[config.mk]
export PLATFORM = sky130hd
export DESIGN_NAME = rational_arithmetic_unit
export DESIGN_NICKNAME = d
export VERILOG_FILES = /design/src/sv/rau_pkg.sv /design/src/sv/rau_div.sv /design/src/sv/rau_dpath.sv /design/src/sv/rau_ctrl.sv /design/src/sv/rational_arithmetic_unit.sv
export VERILOG_INCLUDE_DIRS = /design/src /design/src/sv
export SDC_FILE = /design/constraint.sdc
export NUM_CORES = 2
export LEC_CHECK = 0
export BUFFER_PORTS_ARGS = -buffer_cell sky130_fd_sc_hd__buf_2
export CORE_AREA = 3 3 283 285
export DETAILED_ROUTE_END_ITERATION = 6
export DIE_AREA = 0 0 286 288
export SYNTH_ARGS = -nofsm -noshare
export SYNTH_HDL_FRONTEND = slang
export SYNTH_SLANG_ARGS = --single-unit
[constraint.sdc]
create_clock -name clk -period 15.64 [get_ports clk]
set_input_delay 0.782 -clock clk [delete_from_list [all_inputs] [get_ports clk]]
set_output_delay 0.782 -clock clk [all_outputs]
set_load 0.05 [all_outputs]
[src/sv/rational_arithmetic_unit_defines.svh]
// assertion macros shared by the rational arithmetic unit rtl
// expects clk and rst to be visible in the module that uses them
`ifndef RATIONAL_ARITHMETIC_UNIT_DEFINES_SVH
`define RATIONAL_ARITHMETIC_UNIT_DEFINES_SVH

// same-cycle implication, checked outside reset
`define RAU_ASSERT_IMPL(name, pre, post, msg) \
  name: assert property (@(posedge clk) disable iff (rst) (pre) |-> (post)) \
    else $error(msg);

// next-cycle implication, checked outside reset
`define RAU_ASSERT_NEXT(name, pre, post, msg) \
  name: assert property (@(posedge clk) disable iff (rst) (pre) |=> (post)) \
    else $error(msg);

`endif

[src/sv/rau_pkg.sv]
// shared types, command codes and controller/datapath interface structs
// for the rational arithmetic unit; no dependencies
`default_nettype none

package rau_pkg;

  localparam int OPW       = 16;
  localparam int PRODW     = 2 * OPW;
  localparam int NUM_W     = 32;
  localparam int DEN_W     = 31;
  localparam int CODE_W    = 4;
  localparam int SH_W      = $clog2(OPW);
  localparam int DIV_CNT_W = $clog2(OPW + 1);

  typedef logic signed [OPW-1:0]   opd_t;
  typedef logic        [OPW-1:0]   mag_t;
  typedef logic signed [PRODW-1:0] prod_t;
  typedef logic signed [NUM_W-1:0] num_t;
  typedef logic signed [DEN_W-1:0] den_t;
  typedef logic        [CODE_W-1:0] code_t;
  typedef logic        [SH_W-1:0]  sh_t;
  typedef logic        [DIV_CNT_W-1:0] dcnt_t;

  localparam code_t CMD_ADD  = 4'd0;
  localparam code_t CMD_SUB  = 4'd1;
  localparam code_t CMD_MUL  = 4'd2;
  localparam code_t CMD_DIV  = 4'd3;
  localparam code_t CMD_GT   = 4'd4;
  localparam code_t CMD_LT   = 4'd5;
  localparam code_t CMD_EQ   = 4'd6;
  localparam code_t CMD_NE   = 4'd7;
  localparam code_t CMD_RED  = 4'd8;
  localparam code_t CMD_SWAP = 4'd9;

  // which cross product the shared multiplier forms this cycle
  typedef enum logic [1:0] {
    MS_NONE,
    MS_P1,
    MS_P2,
    MS_PD
  } mul_step_t;

  typedef struct packed {
    logic      capture;
    mul_step_t mul_step;
    logic      gcd_init;
    logic      gcd_step;
    logic      div_start;
    logic      div_den;
    logic      qn_load;
    logic      out_load;
  } dp_cmd_t;

  typedef struct packed {
    code_t op;
    logic  a_num_zero;
    logic  a_den_zero;
    logic  gcd_done;
    logic  div_busy;
    logic  div_done;
  } dp_stat_t;

  function automatic mag_t mag_of(opd_t v);
    mag_t m;
    m = v[OPW-1] ? mag_t'(-v) : mag_t'(v);
    return m;
  endfunction

endpackage

`default_nettype wire

[src/sv/rau_div.sv]
// restoring unsigned divider, one quotient bit per cycle
// depends on rau_pkg
`default_nettype none

module rau_div (
  input  wire logic          clk,
  input  wire logic          rst,
  input  wire logic          start,
  input  wire rau_pkg::mag_t dividend,
  input  wire rau_pkg::mag_t divisor,
  output rau_pkg::mag_t      quotient,
  output logic               busy,
  output logic               done
);

  rau_pkg::mag_t  rem;
  rau_pkg::mag_t  quo;
  rau_pkg::mag_t  dsr;
  rau_pkg::dcnt_t cnt;
  logic [rau_pkg::OPW:0] shifted;
  logic [rau_pkg::OPW:0] diff;
  logic                  fits;

  assign shifted  = {rem, quo[rau_pkg::OPW-1]};
  assign diff     = shifted - {1'b0, dsr};
  assign fits     = shifted >= {1'b0, dsr};
  assign busy     = cnt != '0;
  assign quotient = quo;

  always_ff @(posedge clk) begin
    if (rst) begin
      cnt  <= '0;
      done <= 1'b0;
    end else begin
      done <= busy && (cnt == rau_pkg::dcnt_t'(1));
      if (start) begin
        cnt <= rau_pkg::dcnt_t'(rau_pkg::OPW);
      end else if (busy) begin
        cnt <= cnt - rau_pkg::dcnt_t'(1);
      end
    end
  end

  always_ff @(posedge clk) begin
    if (start) begin
      rem <= '0;
      quo <= dividend;
      dsr <= divisor;
    end else if (busy) begin
      // remainder stays below the divisor, so it fits the operand width
      rem <= fits ? diff[rau_pkg::OPW-1:0] : shifted[rau_pkg::OPW-1:0];
      quo <= {quo[rau_pkg::OPW-2:0], fits};
    end
  end

endmodule

`default_nettype wire

[src/sv/rau_dpath.sv]
// datapath: operand registers, shared multiplier, binary gcd, divider
// and the result register; depends on rau_pkg and rau_div
`default_nettype none

module rau_dpath (
  input  wire logic              clk,
  input  wire logic              rst,
  input  wire rau_pkg::dp_cmd_t  cmd,
  output rau_pkg::dp_stat_t      stat,
  input  wire rau_pkg::code_t    op_in,
  input  wire rau_pkg::opd_t     a_num,
  input  wire rau_pkg::opd_t     a_den,
  input  wire rau_pkg::opd_t     b_num,
  input  wire rau_pkg::opd_t     b_den,
  output rau_pkg::num_t          res_num,
  output rau_pkg::den_t          res_den,
  output logic                   cmp_true,
  output logic                   zero_den
);

  rau_pkg::code_t op_q;
  rau_pkg::opd_t  an_q, ad_q, bn_q, bd_q;
  rau_pkg::prod_t p1, p2, pd;
  rau_pkg::opd_t  mul_a, mul_b;
  rau_pkg::prod_t prod;
  rau_pkg::mag_t  mag_an, mag_ad;
  rau_pkg::mag_t  gx, gy, gdiff_xy, gdiff_yx, g;
  rau_pkg::sh_t   gk;
  rau_pkg::mag_t  qn, q_div;
  rau_pkg::mag_t  div_dividend;
  logic           div_busy, div_done;
  logic           an_zero, ad_zero, bn_zero, bd_zero;
  rau_pkg::prod_t sum, diff;
  rau_pkg::num_t  r_num;
  rau_pkg::den_t  r_den;
  logic           r_ct, r_zd;

  always_ff @(posedge clk) begin
    if (cmd.capture) begin
      op_q <= op_in;
      an_q <= a_num;
      ad_q <= a_den;
      bn_q <= b_num;
      bd_q <= b_den;
    end
  end

  assign an_zero = an_q == '0;
  assign ad_zero = ad_q == '0;
  assign bn_zero = bn_q == '0;
  assign bd_zero = bd_q == '0;
  assign mag_an  = rau_pkg::mag_of(an_q);
  assign mag_ad  = rau_pkg::mag_of(ad_q);

  // operand steering for the single multiplier
  always_comb begin
    mul_a = an_q;
    mul_b = bd_q;
    unique case (cmd.mul_step)
      rau_pkg::MS_P1: begin
        mul_a = an_q;
        mul_b = (op_q == rau_pkg::CMD_MUL) ? bn_q : bd_q;
      end
      rau_pkg::MS_P2: begin
        mul_a = bn_q;
        mul_b = ad_q;
      end
      rau_pkg::MS_PD: begin
        mul_a = ad_q;
        mul_b = (op_q == rau_pkg::CMD_DIV) ? bn_q : bd_q;
      end
      rau_pkg::MS_NONE: begin
        mul_a = an_q;
        mul_b = bd_q;
      end
      default: begin
        mul_a = an_q;
        mul_b = bd_q;
      end
    endcase
  end

  assign prod = rau_pkg::prod_t'(mul_a) * rau_pkg::prod_t'(mul_b);

  always_ff @(posedge clk) begin
    if (cmd.mul_step == rau_pkg::MS_P1) p1 <= prod;
    if (cmd.mul_step == rau_pkg::MS_P2) p2 <= prod;
    if (cmd.mul_step == rau_pkg::MS_PD) pd <= prod;
  end

  // binary gcd of the magnitudes; both start nonzero
  assign gdiff_xy = gx - gy;
  assign gdiff_yx = gy - gx;
  assign g        = rau_pkg::mag_t'(gx << gk);

  always_ff @(posedge clk) begin
    if (cmd.gcd_init) begin
      gx <= mag_an;
      gy <= mag_ad;
      gk <= '0;
    end else if (cmd.gcd_step) begin
      priority if (!gx[0] && !gy[0]) begin
        gx <= gx >> 1;
        gy <= gy >> 1;
        gk <= gk + rau_pkg::sh_t'(1);
      end else if (!gx[0]) begin
        gx <= gx >> 1;
      end else if (!gy[0]) begin
        gy <= gy >> 1;
      end else if (gx > gy) begin
        gx <= gdiff_xy >> 1;
      end else begin
        gy <= gdiff_yx >> 1;
      end
    end
  end

  assign div_dividend = cmd.div_den ? mag_ad : mag_an;

  rau_div u_div (
    .clk      (clk),
    .rst      (rst),
    .start    (cmd.div_start),
    .dividend (div_dividend),
    .divisor  (g),
    .quotient (q_div),
    .busy     (div_busy),
    .done     (div_done)
  );

  always_ff @(posedge clk) begin
    if (cmd.qn_load) qn <= q_div;
  end

  assign stat.op         = op_q;
  assign stat.a_num_zero = an_zero;
  assign stat.a_den_zero = ad_zero;
  assign stat.gcd_done   = gx == gy;
  assign stat.div_busy   = div_busy;
  assign stat.div_done   = div_done;

  assign sum  = p1 + p2;
  assign diff = p1 - p2;

  always_comb begin
    r_num = '0;
    r_den = '0;
    r_ct  = 1'b0;
    r_zd  = 1'b0;
    unique case (op_q)
      rau_pkg::CMD_ADD: begin
        r_num = rau_pkg::num_t'(sum);
        r_den = rau_pkg::den_t'(pd);
        r_zd  = ad_zero || bd_zero;
      end
      rau_pkg::CMD_SUB: begin
        r_num = rau_pkg::num_t'(diff);
        r_den = rau_pkg::den_t'(pd);
        r_zd  = ad_zero || bd_zero;
      end
      rau_pkg::CMD_MUL: begin
        r_num = rau_pkg::num_t'(p1);
        r_den = rau_pkg::den_t'(pd);
        r_zd  = ad_zero || bd_zero;
      end
      rau_pkg::CMD_DIV: begin
        r_num = rau_pkg::num_t'(p1);
        r_den = rau_pkg::den_t'(pd);
        r_zd  = ad_zero || bn_zero;
      end
      rau_pkg::CMD_GT: r_ct = p1 > p2;
      rau_pkg::CMD_LT: r_ct = p1 < p2;
      rau_pkg::CMD_EQ: r_ct = p1 == p2;
      rau_pkg::CMD_NE: r_ct = p1 != p2;
      rau_pkg::CMD_RED: begin
        priority if (ad_zero) begin
          r_num = rau_pkg::num_t'(an_q);
          r_den = rau_pkg::den_t'(ad_q);
          r_zd  = 1'b1;
        end else if (an_zero) begin
          r_num = '0;
          r_den = rau_pkg::den_t'(1);
        end else begin
          // sign of the fraction goes on the numerator
          r_num = (an_q[rau_pkg::OPW-1] ^ ad_q[rau_pkg::OPW-1])
                  ? -rau_pkg::num_t'(qn) : rau_pkg::num_t'(qn);
          r_den = rau_pkg::den_t'(q_div);
        end
      end
      rau_pkg::CMD_SWAP: begin
        r_num = rau_pkg::num_t'(ad_q);
        r_den = rau_pkg::den_t'(an_q);
        r_zd  = an_zero;
      end
      default: begin
        r_num = '0;
        r_den = '0;
      end
    endcase
  end

  always_ff @(posedge clk) begin
    if (cmd.out_load) begin
      res_num  <= r_num;
      res_den  <= r_den;
      cmp_true <= r_ct;
      zero_den <= r_zd;
    end
  end

endmodule

`default_nettype wire

[src/sv/rau_ctrl.sv]
// controller state machine: sequences multiplies, gcd and divisions,
// owns the input and output handshakes; depends on rau_pkg and the defines
`default_nettype none

`include "rational_arithmetic_unit_defines.svh"

module rau_ctrl (
  input  wire logic              clk,
  input  wire logic              rst,
  input  wire logic              in_valid,
  output logic                   in_ready,
  output logic                   out_valid,
  input  wire logic              out_ready,
  input  wire rau_pkg::dp_stat_t stat,
  output rau_pkg::dp_cmd_t       cmd
);

  typedef enum logic [3:0] {
    S_IDLE,
    S_DISP,
    S_MUL1,
    S_MUL2,
    S_MUL3,
    S_GCD,
    S_DIVN,
    S_WAITN,
    S_DIVD,
    S_WAITD,
    S_FIN
  } state_t;

  state_t state, state_next;
  logic   out_free;

  assign in_ready = state == S_IDLE;
  assign out_free = !out_valid || out_ready;

  always_comb begin
    state_next   = state;
    cmd          = '0;
    cmd.mul_step = rau_pkg::MS_NONE;
    unique case (state)
      S_IDLE: begin
        if (in_valid) begin
          cmd.capture = 1'b1;
          state_next  = S_DISP;
        end
      end
      S_DISP: begin
        // codes up to ne all go through the cross products
        priority if (stat.op <= rau_pkg::CMD_NE) begin
          state_next = S_MUL1;
        end else if (stat.op == rau_pkg::CMD_RED && !stat.a_num_zero &&
                     !stat.a_den_zero) begin
          cmd.gcd_init = 1'b1;
          state_next   = S_GCD;
        end else begin
          state_next = S_FIN;
        end
      end
      S_MUL1: begin
        cmd.mul_step = rau_pkg::MS_P1;
        state_next   = S_MUL2;
      end
      S_MUL2: begin
        cmd.mul_step = rau_pkg::MS_P2;
        state_next   = S_MUL3;
      end
      S_MUL3: begin
        cmd.mul_step = rau_pkg::MS_PD;
        state_next   = S_FIN;
      end
      S_GCD: begin
        if (stat.gcd_done) begin
          state_next = S_DIVN;
        end else begin
          cmd.gcd_step = 1'b1;
        end
      end
      S_DIVN: begin
        cmd.div_start = 1'b1;
        state_next    = S_WAITN;
      end
      S_WAITN: begin
        if (stat.div_done) begin
          cmd.qn_load = 1'b1;
          state_next  = S_DIVD;
        end
      end
      S_DIVD: begin
        cmd.div_start = 1'b1;
        cmd.div_den   = 1'b1;
        state_next    = S_WAITD;
      end
      S_WAITD: begin
        // denominator quotient stays in the divider until the next start
        cmd.div_den = 1'b1;
        if (stat.div_done) state_next = S_FIN;
      end
      S_FIN: begin
        if (out_free) begin
          cmd.out_load = 1'b1;
          state_next   = S_IDLE;
        end
      end
      default: state_next = S_IDLE;
    endcase
  end

  always_ff @(posedge clk) begin
    if (rst) begin
      state     <= S_IDLE;
      out_valid <= 1'b0;
    end else begin
      state <= state_next;
      if (cmd.out_load) begin
        out_valid <= 1'b1;
      end else if (out_ready) begin
        out_valid <= 1'b0;
      end
    end
  end

  `RAU_ASSERT_NEXT(a_accept_blocks, in_valid && in_ready, !in_ready, "accepted while busy")
  `RAU_ASSERT_IMPL(a_load_free, cmd.out_load, out_free, "result overwrote a pending word")
  `RAU_ASSERT_IMPL(a_div_idle, cmd.div_start, !stat.div_busy, "divider restarted while busy")
  `RAU_ASSERT_NEXT(a_load_shows, cmd.out_load, out_valid && in_ready, "result load not shown")

endmodule

`default_nettype wire

[src/sv/rational_arithmetic_unit.sv]
// channel  direction  fields                                  handshake
// in       input      cmd, a_num, a_den, b_num, b_den          in_valid / in_ready
// out      output     res_num, res_den, cmp_true, zero_den     out_valid / out_ready
//
// one word in at a time; the result register frees the input while a word waits
// add, sub, mul, div and compares take three passes through the
// single 16x16 multiplier; swap and trivial reduce skip the multiplier
// full reduce: binary gcd, then two divisions in the shared divider,
// one for the numerator and one for the denominator
// reset is synchronous; a stalled out channel holds the finished word
`default_nettype none

module rational_arithmetic_unit (
  input  wire logic           clk,
  input  wire logic           rst,
  input  wire logic           in_valid,
  output logic                in_ready,
  input  wire rau_pkg::code_t cmd,
  input  wire rau_pkg::opd_t  a_num,
  input  wire rau_pkg::opd_t  a_den,
  input  wire rau_pkg::opd_t  b_num,
  input  wire rau_pkg::opd_t  b_den,
  output logic                out_valid,
  input  wire logic           out_ready,
  output rau_pkg::num_t       res_num,
  output rau_pkg::den_t       res_den,
  output logic                cmp_true,
  output logic                zero_den
);

  rau_pkg::dp_cmd_t  dp_cmd;
  rau_pkg::dp_stat_t dp_stat;

  rau_ctrl u_ctrl (
    .clk       (clk),
    .rst       (rst),
    .in_valid  (in_valid),
    .in_ready  (in_ready),
    .out_valid (out_valid),
    .out_ready (out_ready),
    .stat      (dp_stat),
    .cmd       (dp_cmd)
  );

  rau_dpath u_dpath (
    .clk      (clk),
    .rst      (rst),
    .cmd      (dp_cmd),
    .stat     (dp_stat),
    .op_in    (cmd),
    .a_num    (a_num),
    .a_den    (a_den),
    .b_num    (b_num),
    .b_den    (b_den),
    .res_num  (res_num),
    .res_den  (res_den),
    .cmp_true (cmp_true),
    .zero_den (zero_den)
  );

endmodule

`default_nettype wire
Yosys cells after proc, flatten, opt, wreduce, memory -nomap -nowiden
Index checks and enable logic that the tools add are counted.
{"block": "op_classes", "n_shift": 1, "n_mul": 1, "magnitude_cmp": 5, "muxes": 58, "n_addsub": 10, "n_reduce_logical": 36, "eq_ne": 34, "n_bitwise": 1}
{"cell": "$mux 16", "count": 21}
{"cell": "$pmux 32 s5", "count": 1}
{"cell": "$mux 32", "count": 3}
{"cell": "$pmux 31 s3", "count": 1}
{"cell": "$logic_not 16->1", "count": 4}
{"cell": "$pmux 16 s4", "count": 1}
{"cell": "$pmux 16 s3", "count": 1}
{"cell": "$sub 16x16->16", "count": 3}
{"cell": "$pmux 4 s11", "count": 1}
{"cell": "$add 32x32->32", "count": 1}
{"cell": "$eq 32x32->1", "count": 1}
{"cell": "$eq 4x3->1 const B", "count": 8}
{"cell": "$gt 32x32->1", "count": 1}
{"cell": "$lt 32x32->1", "count": 1}
{"cell": "$mul 16x16->32", "count": 1}
{"cell": "$ne 32x32->1", "count": 1}
{"cell": "$neg 16->16", "count": 2}
{"cell": "$neg 16->32", "count": 1}
{"cell": "$sub 32x32->32", "count": 1}
{"cell": "$mux 31", "count": 1}
{"cell": "$mux 4", "count": 7}
{"cell": "$eq 4x4->1 const B", "count": 5}
{"cell": "$ge 17x16->1", "count": 1}
{"cell": "$eq 16x16->1", "count": 1}
{"cell": "other kinds (32)", "count": 77}
{"block": "totals", "inputBits": 72, "elab_cells": 172, "reg_bits": 339, "output_inout_bits": 67}

Logic depth before layout (Yosys ltp)
{"block": "depth", "ltp_word": 9, "mapped_depth": 32, "mapped_depth_nobuf": 31}

By module
A second synthesis with hierarchy kept.
{"block": "unflattened", "cells_unflattened": 3325, "area_unflattened_um2": 31664.1}
{"module": "rau_dpath", "seq_area_each_um2": 8368.0, "area_per_inst_um2": 28154.5, "cells_per_inst": 2976, "n_inst": 1}
{"module": "rau_div", "seq_area_each_um2": 1401.3, "area_per_inst_um2": 2976.6, "cells_per_inst": 280, "n_inst": 1}
{"module": "rau_ctrl", "seq_area_each_um2": 100.1, "area_per_inst_um2": 533.0, "cells_per_inst": 69, "n_inst": 1}

Least setup slack after synthesis
Ideal clock, no wire load.
{"block": "synth_timing", "path_type": "flip-flop to flip-flop", "start": "reg u_ctrl.state[2]", "end": "reg u_dpath.p1[31] (data pin)", "slack_ns": 6.824, "arrival_ns": 8.543, "setup_time_ns": 0.273, "path_stages_with_launch": 26, "path_cell_list": "dfxtp_1 > clkbuf_1 > nor2b_1 > nand2_1 > inv_1 > buf_1 > buf_1 > o21a_1 > clkbuf_1 > nor2_1 > fa_1 > fa_1 > fa_1 > fa_1 > fa_1 > inv_1 > fa_1 > inv_1 > ha_1 > and3_1 > a221oi_1 > o21a_1 > o221ai_1 > o41ai_1 > mux2i_1 > nand4_1"}
{"block": "synth_between", "elab_chain_cells": 6, "word_cells_on_any_way": 12, "classes_between": "mul (1); eq/ne (6); mux (3); reduce/logical (2)"}
{"element": "from (decl)", "line_no": "rau_ctrl.sv:32", "rtl": "state_t state, state_next;"}
{"element": "from (signal assigned)", "line_no": "rau_ctrl.sv:115", "rtl": "state <= state_next;"}
{"element": "$eq 4x3->1 or $eq 4x2->1 (tied branches)", "line_no": "rau_ctrl.sv:42", "rtl": "unique case (state)"}
{"element": "$pmux 2 s3 *", "line_no": "rau_ctrl.sv:42"}
{"element": "$eq 2x1->1 or $logic_not 2->1 (tied branches)", "line_no": "rau_dpath.sv:59", "rtl": "unique case (cmd.mul_step)"}
{"element": "$reduce_or 2->1 (no line)"}
{"element": "$pmux 16 s3", "line_no": "rau_dpath.sv:59"}
{"element": "$mul 16x16->32 *", "line_no": "rau_dpath.sv:83", "rtl": "assign prod = rau_pkg::prod_t'(mul_a) * rau_pkg::prod_t'(mul_b);"}
{"element": "net u_dpath.prod[31]", "line_no": "rau_dpath.sv:25", "rtl": "rau_pkg::prod_t prod;"}
{"element": "to (signal assigned)", "line_no": "rau_dpath.sv:86", "rtl": "if (cmd.mul_step == rau_pkg::MS_P1) p1 <= prod;"}
{"element": "to (decl)", "line_no": "rau_dpath.sv:23", "rtl": "rau_pkg::prod_t p1, p2, pd;"}
Mark *: on every way through the listed nets, which the timed path passes. The rest lies on a longest branch.
A chain may end at the register's enable or synchronous reset.

Final worst setup path
{"block": "layout_timing", "start": "reg u_ctrl.state[1]", "end": "reg u_dpath.p1[31] (data pin)"}
Same word-level chain as after synthesis.

==> metrics.md <==
| Metric | Value |
|---|---|
| H-tree levels | `2` |
| Layout area overhead | `10.2%` |
| Reg clk slew, reported paths | `0.06 ns` |
| Setup TNS | `0 ns` |
| Post-CTS Hold Fix Bufs | `0` |
| Horiz. Die Dim | `286 um` |
| Initial DRC Count | `2,618` |
| Die area | `82,400 um^2` |
| Post-CTS Setup Bufs | `0` |
| FFs w/ async S/R, synth | `0%` |
| Initial core utilization | `40.1%` |
| Final setup viols | `0` |
| Total GRT Usage | `23.8%` |
| DRT Pass-1 Iters | `7` |
| Clk sinks | `339` |
| Top cell type's share of synthesized area | `29.8%` |
| IO buf count | `138` |
| Clk_skew | `0.0531 ns` |
| Final nets | `3,885` |
| Met2 GRT Util | `35.9%` |
| CTS tree | `yes` |
| # DRC | `11` |
| RSZ-0062 raised after global routing | `false` |
| Worst rel slew slack | `16.0%` |
| First-pass GRT wire length | `151,000 um` |
| Total length of routed wires | `98,400 um` |
| Largest net degree at the start of global routing | `69` |
| Commonest cells after routing, fill and taps aside | `455 x inv_1, 326 x nor2_1, 308 x edfxtp_1, 288 x nand2_1, 267 x fa_1` |
| Antenna viol nets, final | `0` |
| Failing checks | `DRC` |
| Num ports | `139` |
| Number of CTS-inserted buffers | `44` |
| Reg-to-reg slack, setup | `6.42 ns` |
| N_diodes | `0` |
| Layout cell share with drive strength beyond 1 | `9.47%` |
| Die Y | `288 um` |
| Met1 usage in global routing | `34.6%` |
| Critical path endpoint category | `flip-flop` |
| Dpl hpwl | `76,600 um` |
| Final Hold Vio Count | `0` |
| Root Driver | `clkbuf_16` |
| Global placement routability congestion | `0.941` |
| Row cnt | `102` |
| Synth unique cells | `92` |
| Fin crit share | `59.0%` |
| Worst EP arrival | `9.53 ns` |
| Largest cells by area after synthesis | `edfxtp_1 30%, fa_1 17%, ha_1 8.1%` |
| Remaining Overflow, GRT | `0` |
| Outcome | `complete, but fails checks` |
| Max FO, Critical Path | `38` |
| Register area share after synthesis | `31.8%` |
| Worst endpoint required time | `15.95 ns` |
| Core area | `77,600 um^2` |
| Post-synth top flop | `edfxtp_1` |
| Crit Path Category | `flip-flop to flip-flop` |
| GRT met3 Usage | `4.24%` |
| Area leader, netlist | `edfxtp_1` |
| Antenna violations before repair | `1` |
| Synth warn | `0` |
| EDFF count, synth | `308` |
| Mean post-synth cell area | `9.44 um^2` |
| GR peak layer | `met2` |
| Hold WC Path Type | `primary input to flip-flop` |
| Cell Area, Synth | `31,100 um^2` |
| Syn_nets | `3,831` |
| Vias in the first global route | `24.5k` |
| Most common cell after layout, fill and taps aside | `inv_1` |
| Achievable clock frequency | `0.108 GHz` |
| Cell count after synthesis | `3,291` |
| Register bit total from synthesis | `339` |
| Maximum clock insertion buffer count | `3` |
| Avg WL per Cell | `22.3 um` |
| Worst Tran Pin Value | `1.26 ns` |
| Drt via density | `5.66` |
| CP startpoint kind | `flip-flop` |
| Max-slew violations | `0` |
| Worst-Skew Late Latency | `0.62 ns` |
| Post-cts sizing count | `0` |
| Tmin final | `9.22 ns` |
| Vias post-DR | `25.0k` |
| Max cap viols | `0` |
-- registers in the layout, summed over array words and instances (netlist names), 4 cells and up --
| register | flops |
|---|---|
| u_dpath.qn | 16 |
| u_dpath.ad_q | 16 |
| u_dpath.bn_q | 16 |
| u_dpath.pd | 31 |
| u_ctrl.state | 4 |
| u_dpath.gy | 16 |
| u_dpath.u_div.dsr | 16 |
| u_dpath.bd_q | 16 |
| u_dpath.u_div.cnt | 5 |
| u_dpath.u_div.quotient | 16 |
| u_dpath.op_q | 4 |
| u_dpath.gx | 16 |
| u_dpath.p1 | 32 |
| u_dpath.res_den | 31 |
| u_dpath.gk | 4 |
| u_dpath.res_num | 32 |
| u_dpath.an_q | 16 |
| u_dpath.u_div.rem | 16 |
| u_dpath.p2 | 32 |
-- layer usage --
layer	routed length (um)	part of all wire (%)	vias up
met4	3310	3.4	2
met2	42100	43	1220
li1	-	-	11400
met3	8890	9.0	168
met1	44100	45	12200
met5	13	0.013	-
-- Yosys cell counts, types with 35 or more instances --
| cell type | n |
|---|---|
| inv_1 | 456 |
| nor2_1 | 329 |
| edfxtp_1 | 308 |
| nand2_1 | 288 |
| fa_1 | 267 |
| ha_1 | 201 |
| a21oi_1 | 180 |
| clkbuf_1 | 135 |
| o21ai_0 | 127 |
| xnor2_1 | 96 |
| nor3_1 | 57 |
| nand3_1 | 56 |
| a21o_1 | 51 |
| mux2i_1 | 44 |
| nand2b_1 | 37 |
| xor2_1 | 35 |
-- path summary, 6_finish.rpt --
check / start / to / cells after the start
worst min-delay path: a_num[1] / u_dpath.an_q[1] / 1
worst max register to register: u_ctrl.state[1] / u_dpath.p1[31] / 24
worst max-delay path: u_ctrl.state[1] / u_dpath.p1[31] / 24
worst min register to register: u_dpath.u_div.rem[15] / u_dpath.u_div.rem[15] / 2
-- layout make-up --
cell class / instances / area, um^2
inverter: 458 / 1720
clock inverter: 33 / 394
clock buffer: 47 / 1120
sequential: 339 / 9870
multi-input combinational: 2326 / 18900
fill: 7550 / 43300
tap: 1040 / 1300
timing repair buffer: 176 / 976
-- worst max-delay path, cell delays in order, from the launching register on --
cell,delay (ns)
dfxtp_1,0.62
nor2b_1,0.33
nand2_1,0.41
inv_2,0.39
buf_4,0.52
a22oi_1,0.17
nand3_1,0.13
o21ai_1,0.25
nor2_1,0.30
fa_1,0.61
fa_1,0.90
fa_1,0.52
fa_1,0.50
fa_1,0.49
inv_1,0.05
fa_1,0.47
inv_1,0.04
ha_1,0.33
and3_1,0.23
a221oi_1,0.38
o21a_1,0.21
o221ai_1,0.15
o41ai_1,0.55
mux2i_1,0.25
nand4_1,0.12
-- per-stage QoR --
stage | hold WS (ns) | std cells | setup WS, ns | utilization [%] | instance area (um^2)
after floorplan | 0.442 | 3291 | 6.82 | - | 31100
after global placement | 0.456 | 4339 | 6.67 | 42.2 | 32700
after detailed placement | 0.457 | 4339 | 6.51 | 42.2 | 32700
after CTS | 0.328 | 4419 | 6.47 | 44.2 | 34300
after global routing | 0.334 | 4419 | 5.78 | 44.2 | 34300
final | 0.359 | 4419 | 6.42 | 44.2 | 34300
-- cell families (layout without fill, tap and decap cells) --
| logic type | Yosys count | after routing | synth area share (%) |
|---|---|---|---|
| AO/OA/AOI/OAI | 707 | 707 | 15.4 |
| XOR/XNOR | 131 | 131 | 3.69 |
| adder cells (fa/ha/maj) | 468 | 468 | 25.3 |
| buffers and inverters | 626 | 714 | 7.63 |
| flip-flops | 339 | 339 | 31.8 |
| multiplexers | 58 | 58 | 2.03 |
| AND/OR/NAND/NOR | 962 | 962 | 14.2 |
Power is not shown: default switching activity piles up to over one toggle a cycle in this logic, so the estimate is an artifact.
